--- config.mk ---
export PLATFORM = sky130hd
export DESIGN_NAME = touch_report_frame_parser_unit
export DESIGN_NICKNAME = d
export VERILOG_FILES = /design/src/sv/trp_pkg.sv /design/src/sv/touch_report_frame_parser_unit.sv /design/src/sv/trp_tracker.sv /design/src/sv/trp_format.sv
export SDC_FILE = /design/constraint.sdc
export NUM_CORES = 1
export LEC_CHECK = 0
export BUFFER_PORTS_ARGS = -buffer_cell sky130_fd_sc_hd__buf_2
export CORE_UTILIZATION = 50
export DETAILED_ROUTE_END_ITERATION = 7
export HOLD_SLACK_MARGIN = 0.03
export PLACE_DENSITY = 0.8
export REMOVE_ABC_BUFFERS = 1
export SLEW_MARGIN = 0
export SYNTH_ARGS = -nofsm -noshare
export SYNTH_HDL_FRONTEND = slang
export SYNTH_SLANG_ARGS = --single-unit
export TNS_END_PERCENT = 100
--- constraint.sdc ---
create_clock -name clk -period 11.7 [get_ports clk]
set_clock_uncertainty 0.2 [all_clocks]
set_input_delay 2.34 -clock clk [delete_from_list [all_inputs] [get_ports clk]]
set_output_delay 2.34 -clock clk [all_outputs]
set_load 0.01 [all_outputs]
--- src/sv/trp_pkg.sv ---
// trp_pkg: shared types and constants for the touch report frame parser
// holds the result kind codes, field widths and the event and result structs
// no dependencies
package trp_pkg;

  localparam int HDR_LEN = 4;
  localparam int REC_PAYLOAD = 6;
  localparam int POS_W = 3;
  localparam int SLOT_W = 4;
  localparam int BIR_W = 3;
  localparam int ROW_W = 5;
  localparam int COL_W = 6;
  localparam int REC_W = 8 * REC_PAYLOAD;

  typedef enum logic [1:0] {
    KIND_HEADER = 2'd0,
    KIND_TOUCH  = 2'd1,
    KIND_CELL   = 2'd2
  } kind_t;

  // what the current beat causes, before formatting
  typedef struct packed {
    logic              emit;
    kind_t             kind;
    logic [7:0]        hdr_hi;
    logic [7:0]        hdr_mid;
    logic [REC_W-1:0]  rec;
    logic [SLOT_W-1:0] slot;
    logic [3:0]        tcount;
    logic [ROW_W-1:0]  row;
    logic [COL_W-1:0]  col;
    logic              last;
    logic [7:0]        data;
  } trp_evt_t;

  typedef struct packed {
    kind_t       kind;
    logic [23:0] header_word;
    logic [3:0]  touch_id;
    logic [13:0] x_raw;
    logic [13:0] y_raw;
    logic [7:0]  touch_area;
    logic [7:0]  touch_intensity;
    logic [3:0]  valid_touches;
    logic [4:0]  cell_row;
    logic [5:0]  cell_col;
    logic [6:0]  cell_value;
    logic        last_of_frame;
  } trp_result_t;

endpackage

--- src/sv/touch_report_frame_parser_unit.sv ---
// touch_report_frame_parser_unit: top level of the touch report frame parser
// depends on trp_pkg, trp_tracker and trp_format
//
// Input channel: in_valid/in_ready carry one frame byte a beat (data_byte),
// with frame_start marking header byte 0 of a new frame. Output channel:
// out_valid/out_ready carry one result a beat: a header after header byte 3,
// a touch point after byte 6 of a record whose valid bit is set, and a cell
// for every matrix byte, the final one flagged by last_of_frame.
// Each result is registered, so it appears in the cycle after the byte that causes it.
// Throughput: one byte a cycle while results are taken; the position counters
// and field logic sit between the input port and a single result register.
// A new byte is taken while the result register is empty or being drained,
// so while the receiver stalls a held result stops the input until it is taken.
// Reset clears all position counters and empties the result register: the
// first byte after reset is header byte 0.
module touch_report_frame_parser_unit import trp_pkg::*; #(
  parameter int MATRIX_ROWS = 22,
  parameter int MATRIX_COLS = 36,
  parameter int TOUCH_SLOTS = 10
) (
  input  logic        clk,
  input  logic        rst,
  input  logic        in_valid,
  output logic        in_ready,
  input  logic [7:0]  data_byte,
  input  logic        frame_start,
  output logic        out_valid,
  input  logic        out_ready,
  output logic [1:0]  kind,
  output logic [23:0] header_word,
  output logic [3:0]  touch_id,
  output logic [13:0] x_raw,
  output logic [13:0] y_raw,
  output logic [7:0]  touch_area,
  output logic [7:0]  touch_intensity,
  output logic [3:0]  valid_touches,
  output logic [4:0]  cell_row,
  output logic [5:0]  cell_col,
  output logic [6:0]  cell_value,
  output logic        last_of_frame
);

  logic        accept;
  trp_evt_t    evt;
  trp_result_t res, res_q;

  assign in_ready = !out_valid || out_ready;
  assign accept   = in_valid && in_ready;

  trp_tracker #(
    .MATRIX_ROWS(MATRIX_ROWS),
    .MATRIX_COLS(MATRIX_COLS),
    .TOUCH_SLOTS(TOUCH_SLOTS)
  ) u_tracker (
    .clk(clk),
    .rst(rst),
    .accept(accept),
    .data_byte(data_byte),
    .frame_start(frame_start),
    .evt(evt)
  );

  trp_format u_format (
    .evt(evt),
    .res(res)
  );

  always_ff @(posedge clk) begin
    if (rst) begin
      out_valid <= 1'b0;
    end else if (accept) begin
      out_valid <= evt.emit;
    end else if (out_ready) begin
      out_valid <= 1'b0;
    end
  end

  always_ff @(posedge clk) begin
    if (accept && evt.emit) begin
      res_q <= res;
    end
  end

  assign kind            = res_q.kind;
  assign header_word     = res_q.header_word;
  assign touch_id        = res_q.touch_id;
  assign x_raw           = res_q.x_raw;
  assign y_raw           = res_q.y_raw;
  assign touch_area      = res_q.touch_area;
  assign touch_intensity = res_q.touch_intensity;
  assign valid_touches   = res_q.valid_touches;
  assign cell_row        = res_q.cell_row;
  assign cell_col        = res_q.cell_col;
  assign cell_value      = res_q.cell_value;
  assign last_of_frame   = res_q.last_of_frame;

  a_touch_counted: assert property (@(posedge clk) disable iff (rst)
    out_valid && kind == KIND_TOUCH |-> valid_touches != 4'd0 && touch_id != 4'd0)
    else $error("touch result without a slot or count");

  a_last_corner: assert property (@(posedge clk) disable iff (rst)
    out_valid && last_of_frame |->
      kind == KIND_CELL && cell_row == 5'(MATRIX_ROWS - 1) &&
      cell_col == 6'(MATRIX_COLS - 1))
    else $error("end of frame away from the final cell");

  a_cell_scale: assert property (@(posedge clk) disable iff (rst)
    out_valid && kind == KIND_CELL |-> cell_value <= 7'd100)
    else $error("scaled cell value out of range");

  a_held_result: assert property (@(posedge clk) disable iff (rst)
    out_valid && !out_ready |=> out_valid && $stable(kind) && $stable(cell_col))
    else $error("stalled result lost or changed");

endmodule

--- src/sv/trp_tracker.sv ---
// trp_tracker: frame position counters, header and record holding registers
// decodes where each beat falls in the frame; depends on trp_pkg
module trp_tracker import trp_pkg::*; #(
  parameter int MATRIX_ROWS = 22,
  parameter int MATRIX_COLS = 36,
  parameter int TOUCH_SLOTS = 10
) (
  input  logic       clk,
  input  logic       rst,
  input  logic       accept,
  input  logic [7:0] data_byte,
  input  logic       frame_start,
  output trp_evt_t   evt
);

  logic [POS_W-1:0]  pos, pos_e, pos_next;
  logic [15:0]       hdr_hold, hdr_hold_next;
  logic [REC_W-1:0]  rec_hold, rec_hold_next;
  logic [SLOT_W-1:0] rec_idx, rec_idx_e, rec_idx_next;
  logic [BIR_W-1:0]  bir, bir_e, bir_next;
  logic [3:0]        tcount, tcount_e, tcount_next;
  logic [ROW_W-1:0]  row, row_e, row_next;
  logic [COL_W-1:0]  col, col_e, col_next;
  logic              row_end, col_end;

  always_ff @(posedge clk) begin
    if (rst) begin
      pos     <= '0;
      rec_idx <= '0;
      bir     <= '0;
      tcount  <= '0;
      row     <= '0;
      col     <= '0;
    end else if (accept) begin
      pos     <= pos_next;
      rec_idx <= rec_idx_next;
      bir     <= bir_next;
      tcount  <= tcount_next;
      row     <= row_next;
      col     <= col_next;
    end
  end

  always_ff @(posedge clk) begin
    if (accept) begin
      hdr_hold <= hdr_hold_next;
      rec_hold <= rec_hold_next;
    end
  end

  always_comb begin
    // frame start restarts every counter before the beat is placed
    pos_e     = frame_start ? '0 : pos;
    rec_idx_e = frame_start ? '0 : rec_idx;
    bir_e     = frame_start ? '0 : bir;
    tcount_e  = frame_start ? '0 : tcount;
    row_e     = frame_start ? '0 : row;
    col_e     = frame_start ? '0 : col;

    row_end = ({1'b0, row_e} + 6'd1) >= 6'(MATRIX_ROWS);
    col_end = ({1'b0, col_e} + 7'd1) >= 7'(MATRIX_COLS);

    pos_next      = pos_e;
    hdr_hold_next = hdr_hold;
    rec_hold_next = rec_hold;
    rec_idx_next  = rec_idx_e;
    bir_next      = bir_e;
    tcount_next   = tcount_e;
    row_next      = row_e;
    col_next      = col_e;

    evt        = '0;
    evt.kind   = KIND_HEADER;
    evt.hdr_hi = hdr_hold[15:8];
    evt.hdr_mid = hdr_hold[7:0];
    evt.rec    = rec_hold;
    evt.slot   = rec_idx_e;
    evt.row    = row_e;
    evt.col    = col_e;
    evt.data   = data_byte;

    if (pos_e < POS_W'(HDR_LEN)) begin
      pos_next = pos_e + POS_W'(1);
      if (pos_e == POS_W'(0)) begin
        hdr_hold_next[15:8] = data_byte;
      end else if (pos_e == POS_W'(2)) begin
        hdr_hold_next[7:0] = data_byte;
      end else if (pos_e == POS_W'(3)) begin
        evt.emit = 1'b1;
        evt.kind = KIND_HEADER;
      end
    end else if (rec_idx_e < SLOT_W'(TOUCH_SLOTS)) begin
      if (bir_e < BIR_W'(REC_PAYLOAD)) begin
        for (int i = 0; i < REC_PAYLOAD; i++) begin
          if (bir_e == BIR_W'(i)) begin
            rec_hold_next[8*i +: 8] = data_byte;
          end
        end
        bir_next = bir_e + BIR_W'(1);
      end else begin
        rec_idx_next = rec_idx_e + SLOT_W'(1);
        bir_next     = '0;
        if (rec_hold[7]) begin
          tcount_next = tcount_e + 4'd1;
          evt.emit    = 1'b1;
          evt.kind    = KIND_TOUCH;
          evt.tcount  = tcount_e + 4'd1;
        end
      end
    end else begin
      evt.emit = 1'b1;
      evt.kind = KIND_CELL;
      evt.last = row_end && col_end;
      if (row_end && col_end) begin
        pos_next     = '0;
        rec_idx_next = '0;
        bir_next     = '0;
        tcount_next  = '0;
        row_next     = '0;
        col_next     = '0;
      end else if (col_end) begin
        col_next = '0;
        row_next = row_e + ROW_W'(1);
      end else begin
        col_next = col_e + COL_W'(1);
      end
    end
  end

endmodule

--- src/sv/trp_format.sv ---
// trp_format: builds the result fields from a decoded beat, scales cell bytes
// fields outside the result kind are zero; depends on trp_pkg
module trp_format import trp_pkg::*; (
  input  trp_evt_t    evt,
  output trp_result_t res
);

  logic [14:0] prod;
  logic [15:0] acc;

  always_comb begin
    // byte*100, then /255 as (p + p/256 + 1)/256, exact for 15-bit p
    prod = {1'b0, evt.data, 6'd0} + {2'b0, evt.data, 5'd0} + {5'b0, evt.data, 2'd0};
    acc  = {1'b0, prod} + {9'b0, prod[14:8]} + 16'd1;

    res      = '0;
    res.kind = evt.kind;
    unique case (evt.kind)
      KIND_HEADER: begin
        res.header_word = {evt.hdr_hi, evt.hdr_mid, evt.data};
      end
      KIND_TOUCH: begin
        res.touch_id        = evt.slot + 4'd1;
        res.x_raw           = {evt.rec[5:0], evt.rec[15:8]};
        res.y_raw           = {evt.rec[21:16], evt.rec[31:24]};
        res.touch_area      = evt.rec[39:32];
        res.touch_intensity = evt.rec[47:40];
        res.valid_touches   = evt.tcount;
      end
      KIND_CELL: begin
        res.cell_row      = evt.row;
        res.cell_col      = evt.col;
        res.cell_value    = acc[14:8];
        res.last_of_frame = evt.last;
      end
      default: begin
        res.kind = KIND_HEADER;
      end
    endcase
  end

endmodule

# Yosys cells after proc, flatten, opt, wreduce, memory -nomap -nowiden
# Cells that the tools add are included.
dict set report totals {
  wordCells 118
  in_bits 13
  reg_bits 185
  output_inout_bits 99
}
dict set report classes {
  n_bitwise 6
  order_cmp 5
  n_reduce_logical 20
  n_addsub 12
  eq_ne 9
  muxes 39
}
# cell count
set ops {}
lappend ops {{$mux W3} 16}
lappend ops {{$mux W4} 11}
lappend ops {{$mux W6} 5}
lappend ops {{$reduce_and A5 Y1} 6}
lappend ops {{$mux W5} 5}
lappend ops {{$add A14 B13 Y15} 1}
lappend ops {{$add A15 B1 Y15 const B} 1}
lappend ops {{$add A15 B10 Y15} 1}
lappend ops {{$add A15 B7 Y15} 1}
lappend ops {{$eq A3 B2 Y1 const B} 4}
lappend ops {{$add A4 B1 Y4 const B} 2}
lappend ops {{$add A6 B1 Y7 const B} 1}
lappend ops {{$ge A7 B6 Y1 const B} 1}
lappend ops {{$add A3 B1 Y3 const B} 2}
lappend ops {{$add A5 B1 Y6 const B} 1}
lappend ops {{$add A6 B1 Y6 const B} 1}
lappend ops {{$eq A3 B3 Y1 const B} 2}
lappend ops {{$ge A6 B5 Y1 const B} 1}
lappend ops {{$logic_not A3 Y1} 2}
lappend ops {{$lt A3 B3 Y1 const B} 2}
lappend ops {{$not A1 Y1} 6}
lappend ops {{$reduce_or A3 Y1} 2}
lappend ops {{$add A5 B1 Y5 const B} 1}
lappend ops {{$reduce_or A5 Y1} 1}
lappend ops {{other kinds (12)} 15}

# Depth between registers and ports, before layout
dict set report logic_depth {
  depth_word 9
  ltp_mapped 16
  depth_no_buf 15
}

# Modules after synthesis
# Synthesis repeated with hierarchy kept, for this count alone.
dict set report hier_totals {
  hier_cells 639
  hier_area_um2 8381.8
}
# mod cells_each seq_area_each_um2 area_per_inst_um2 instances
set by_module_without_submodules {}
lappend by_module_without_submodules {trp_tracker 331 2422.3 3926.3 1}
lappend by_module_without_submodules {touch_report_frame_parser_unit 103 2932.8 2980.4 1}
lappend by_module_without_submodules {trp_format 205 0.0 1475.2 1}

# Least setup slack after synthesis
# No wires, ideal clock.
dict set report synth_timing {
  path_type {input to register}
  start {input port frame_start}
  end {register res_q (netlist bit cell_col[0]), enable pin}
  stages 9
  path_slack_ns 5.605
  arrival_time_ns 5.444
  required_time_ns 11.049
  setup_ns 0.451
  path_buffers 2
  cell_sequence {buf_2 -> inv_1 -> clkbuf_1 -> nand2_1 -> ha_1 -> nor2_1 -> a21oi_1 -> a211o_1 -> inv_1}
}
dict set report synth_between {
  elab_chain_cells 7
  word_cells_on_any_way 16
  classes_between {order compare: 3; eq/ne: 2; mux: 9; reduce/logical: 2}
}
# element line_no
set synth_lines {}
lappend synth_lines {{from (decl)} touch_report_frame_parser_unit.sv:26} ;# input logic frame_start,
lappend synth_lines {{branches (longest 5 deep; another with $lt A3 B3 Y1)} n/a}
lappend synth_lines {{$mux W3 *} trp_tracker.sv:82} ;# if (pos_e < POS_W'(HDR_LEN)) begin
lappend synth_lines {{$logic_and A1 B1 Y1 *} touch_report_frame_parser_unit.sv:79} ;# if (accept && evt.emit) begin
lappend synth_lines {{to (signal assigned)} touch_report_frame_parser_unit.sv:80} ;# res_q <= res;
lappend synth_lines {{to (decl)} touch_report_frame_parser_unit.sv:45} ;# trp_result_t res, res_q;
# Mark *: on every way between the ends.
# A chain may end at the register's enable or synchronous reset.

# Worst setup path in the final report
dict set report layout_timing {
  start {input port data_byte[1]}
  end {register res_q (netlist bit cell_value[1]) (data pin)}
}
dict set report layout_between {
  elab_chain_cells 4
}
# element line_no
set layout_lines {}
lappend layout_lines {{from (decl)} touch_report_frame_parser_unit.sv:25} ;# input logic [7:0] data_byte,
lappend layout_lines {{$add A14 B13 Y15} trp_format.sv:13} ;# prod = {1'b0, evt.data, 6'd0} + {2'b0, evt.data, 5'd0} + {5'b0, evt.data, 2'd0};
lappend layout_lines {{$add A15 B10 Y15 *} trp_format.sv:13}
lappend layout_lines {{$add A15 B7 Y15 *} trp_format.sv:14} ;# acc = {1'b0, prod} + {9'b0, prod[14:8]} + 16'd1;
lappend layout_lines {{$add A15 B1 Y15 *} trp_format.sv:14}
# Every way passes the cells marked *; elsewhere a longest branch is shown, timed or not.

==> Implementation_results.wiki <==
{| class="wikitable"
! Metric !! Value
|-
| Run status || completed
|-
| Number of nets in the layout || 781
|-
| Register area share after synthesis || 65.0%
|-
| Worst hold-check path type || register to register
|-
| Actual slew at the worst max-slew pin || 964 ps
|-
| Sort of element at the end of the critical path || register
|-
| Total core area || 15800 µm²
|-
| Critical Path AT || 6200 ps
|-
| Yosys reg bits || 184
|-
| Maximum level of the CTS H-tree || 4
|-
| Overall track demand over capacity in global routing || 20.5%
|-
| Total met3 wirelength after detailed routing || 1010 µm
|-
| Most used cells in the layout excluding fill and tap cells || 158 x sky130_fd_sc_hd__edfxtp_1, 111 x sky130_fd_sc_hd__buf_2, 73 x sky130_fd_sc_hd__and3_1, 42 x sky130_fd_sc_hd__nor2_1, 32 x sky130_fd_sc_hd__nand2_1
|-
| Cell area after synthesis || 8100 µm²
|-
| First-pass detailed-route iteration total || 5
|-
| Synth unique cells || 63
|-
| Total clock sinks || 184
|-
| # port buffers || 111
|-
| Post-Place Cells || 930
|-
| Non-Filler Instances || 962
|-
| Area growth from synthesis to layout || 16.2%
|-
| Highest achievable clock rate || 0.160 GHz
|-
| Post-detail-place hpwl || 11100 µm
|-
| Hold violation total from the final report || 0
|-
| Starting density of the core || 51.2%
|-
| Fraction of final layout cells sized beyond drive strength 1 || 21.6%
|-
| Top Metal Used || met4
|-
| Worst EP required || 11650 ps
|-
| Vias per Instance || 5.68
|-
| Fraction of registers with async set or reset after synthesis || 0%
|-
| Antenna diode instance count || 0
|-
| Post-synthesis area per instance || 12.8 µm²
|-
| Post-route fraction of the period consumed by the critical path || 53.4%
|-
| Total die area || 16700 µm²
|-
| Max-Cap Viols || 0
|-
| Std cell rows || 46
|-
| Largest net degree at the start of global routing || 76
|-
| Chip width || 129 µm
|-
| Synthesized instance count || 632
|-
| Number of buffers inserted to repair setup after CTS || 0
|-
| Top FF cell, synth || sky130_fd_sc_hd__edfxtp_1
|-
| CTS tree || done
|-
| Routed Wire Length || 17000 µm
|-
| Sum of negative setup slack || 0 ps
|-
| Number of gates given a new drive strength after cts || 0
|-
| Most common cell after layout, fill and taps aside || sky130_fd_sc_hd__edfxtp_1
|-
| Number of setup violations in the final report || 0
|-
| Static Leak || 0.00397 µW
|-
| Slew HR || 35.8%
|-
| Initial antenna violation count || 0
|-
| Sort of element at the start of the critical path || input port
|-
| IO Pins || 112
|-
| Peak supply drop || 0.0987 mV
|-
| GP Congestion || 0.873
|-
| Post-cts hold buffer count || 0
|-
| Met2 routed wirelength || 8270 µm
|-
| Maximum clock insertion buffer count || 2
|-
| Max Fanout on Critical Path || 13
|-
| GRT overflow || 0
|-
| Via count || 5465
|-
| Number of enable flip-flop cells after synthesis || 158
|-
| Vert. Die Dim || 129 µm
|-
| Clock-pin slew of the registers on the worst-case setup and hold paths || 70 ps
|-
| Drt wl/cell || 17.7 µm
|-
| Remaining DRCs || 0
|-
| Minimum period implied by the final worst setup slack || 6250 ps
|-
| Detail Route Antenna Nets || 0
|-
| Global-route wire length before repair || 25800 µm
|-
| Clock latency at the later pin of the worst-skew pair || 430 ps
|-
| Number of global-route vias before repair || 5014
|-
| Unrepaired setup endpoints after global routing || no
|-
| Max-slew violation count || 0
|-
| Total CTS buffers || 17
|-
| Class of the most critical setup path || input port to register
|-
| Total number of yosys warnings || 0
|-
| CTS root buffer || sky130_fd_sc_hd__clkbuf_16
|-
| Count of routing violations after the opening detailed-route iteration || 518
|-
| M1 WL || 7520 µm
|-
| Power density cells || 146 nW/µm²
|}
## registers in the layout (all words and copies together), names as in the netlist, 5 cells and up
name / count
u_tracker.rec_hold: 45
header_word: 24
u_tracker.hdr_hold: 16
x_raw: 14
y_raw: 14
touch_area: 8
touch_intensity: 8
cell_value: 7
cell_col: 6
u_tracker.col: 6
cell_row: 5
u_tracker.row: 5
## worst paths after layout
| path | startpoint | to | slack (ps) | cells after the start |
|---|---|---|---|---|
| worst min register to register | u_tracker.bir[0] | u_tracker.bir[0] | 270 | 1 |
| worst max register to register | u_tracker.pos[2] | u_tracker.tcount[0] | 8210 | 7 |
| worst min-delay path | u_tracker.bir[0] | u_tracker.bir[0] | 270 | 1 |
| worst max-delay path | data_byte[1] | cell_value[1] | 5450 | 16 |
## synth_stat cells, types with 4 or more instances
cell type / n / area (µm²)
sky130_fd_sc_hd__a211oi_1: 5 / 37.5
sky130_fd_sc_hd__a21oi_1: 29 / 145
sky130_fd_sc_hd__and2_1: 12 / 75.1
sky130_fd_sc_hd__and3_1: 73 / 457
sky130_fd_sc_hd__clkbuf_1: 29 / 109
sky130_fd_sc_hd__dfxtp_1: 26 / 521
sky130_fd_sc_hd__edfxtp_1: 158 / 4740
sky130_fd_sc_hd__fa_1: 5 / 100
sky130_fd_sc_hd__ha_1: 30 / 375
sky130_fd_sc_hd__inv_1: 19 / 71.3
sky130_fd_sc_hd__nand2_1: 32 / 120
sky130_fd_sc_hd__nand2b_1: 7 / 43.8
sky130_fd_sc_hd__nand3_1: 18 / 90.1
sky130_fd_sc_hd__nand4_1: 4 / 25.0
sky130_fd_sc_hd__nor2_1: 42 / 158
sky130_fd_sc_hd__nor2b_1: 15 / 93.8
sky130_fd_sc_hd__nor3_1: 14 / 70.1
sky130_fd_sc_hd__nor4_1: 5 / 31.3
sky130_fd_sc_hd__o211ai_1: 5 / 37.5
sky130_fd_sc_hd__o21a_1: 4 / 30.0
sky130_fd_sc_hd__o21ai_0: 21 / 105
sky130_fd_sc_hd__or3_1: 4 / 25.0
sky130_fd_sc_hd__xnor2_1: 5 / 43.8
sky130_fd_sc_hd__xor2_1: 7 / 61.3
## layer usage
layer | up-vias | track usage (%)
met1 | 2655 | 27.0
met2 | 222 | 33.8
li1 | 2568 | -
met3 | 20 | 4.34
met4 | 0 | 7.06
met5 | - | 0
## kinds of logic (layout without fill, tap and decap cells)
| kind of cell | Yosys count | in the layout | synth area share, % |
|---|---|---|---|
| XOR/XNOR | 13 | 13 | 1.50 |
| AO/OA/AOI/OAI | 102 | 102 | 8.42 |
| AND/OR/NAND/NOR | 241 | 241 | 16.1 |
| buffers and inverters | 53 | 167 | 2.59 |
| flip-flops | 184 | 184 | 65.0 |
| adder cells (fa/ha/maj) | 35 | 35 | 5.87 |
| multiplexers | 4 | 4 | 0.541 |
## area by class of cell
type	count	area, µm²
clock inverter	15	164
sequential	184	5270
timing repair buffer	116	593
tap	216	270
fill	1238	6410
multi-input combinational	395	2630
inverter	19	72.6
clock buffer	17	425
## where the power goes
group	total, µW	switching, µW	internal (µW)
combinational	104	65.4	38.1
clock	562	259	302
sequential	711	1.48	709
## critical path, cell delays in order
cell                       delay [ps]
sky130_fd_sc_hd__buf_2            260
sky130_fd_sc_hd__fa_1             470
sky130_fd_sc_hd__ha_1             240
sky130_fd_sc_hd__fa_1             430
sky130_fd_sc_hd__nand3_1          130
sky130_fd_sc_hd__a21boi_1          70
sky130_fd_sc_hd__o21a_1           180
sky130_fd_sc_hd__nor2_1           110
sky130_fd_sc_hd__xor2_1           280
sky130_fd_sc_hd__inv_1            130
sky130_fd_sc_hd__ha_1             290
sky130_fd_sc_hd__o21a_1           110
sky130_fd_sc_hd__o221a_2          270
sky130_fd_sc_hd__a221oi_2         610
sky130_fd_sc_hd__or3_1            210
sky130_fd_sc_hd__a21oi_1           60
## per-stage QoR
stage / total power (µW) / cell area [µm²] / setup slack [ps] / hold WS (ps) / util, %
6_report: 1380 / 9420 / 5450 / 269 / 59.5
5_1_grt: 1420 / 9420 / 5130 / 297 / 59.5
4_1_cts: 1380 / 9420 / 5460 / 273 / 59.5
3_5_place_dp: 828 / 8830 / 5010 / 260 / 55.8
3_3_place_gp: 822 / 8830 / 5140 / 249 / 55.8
2_1_floorplan: 797 / 7960 / 5680 / 231 / -
No activity file was read; power rests on OpenSTA's default activity.
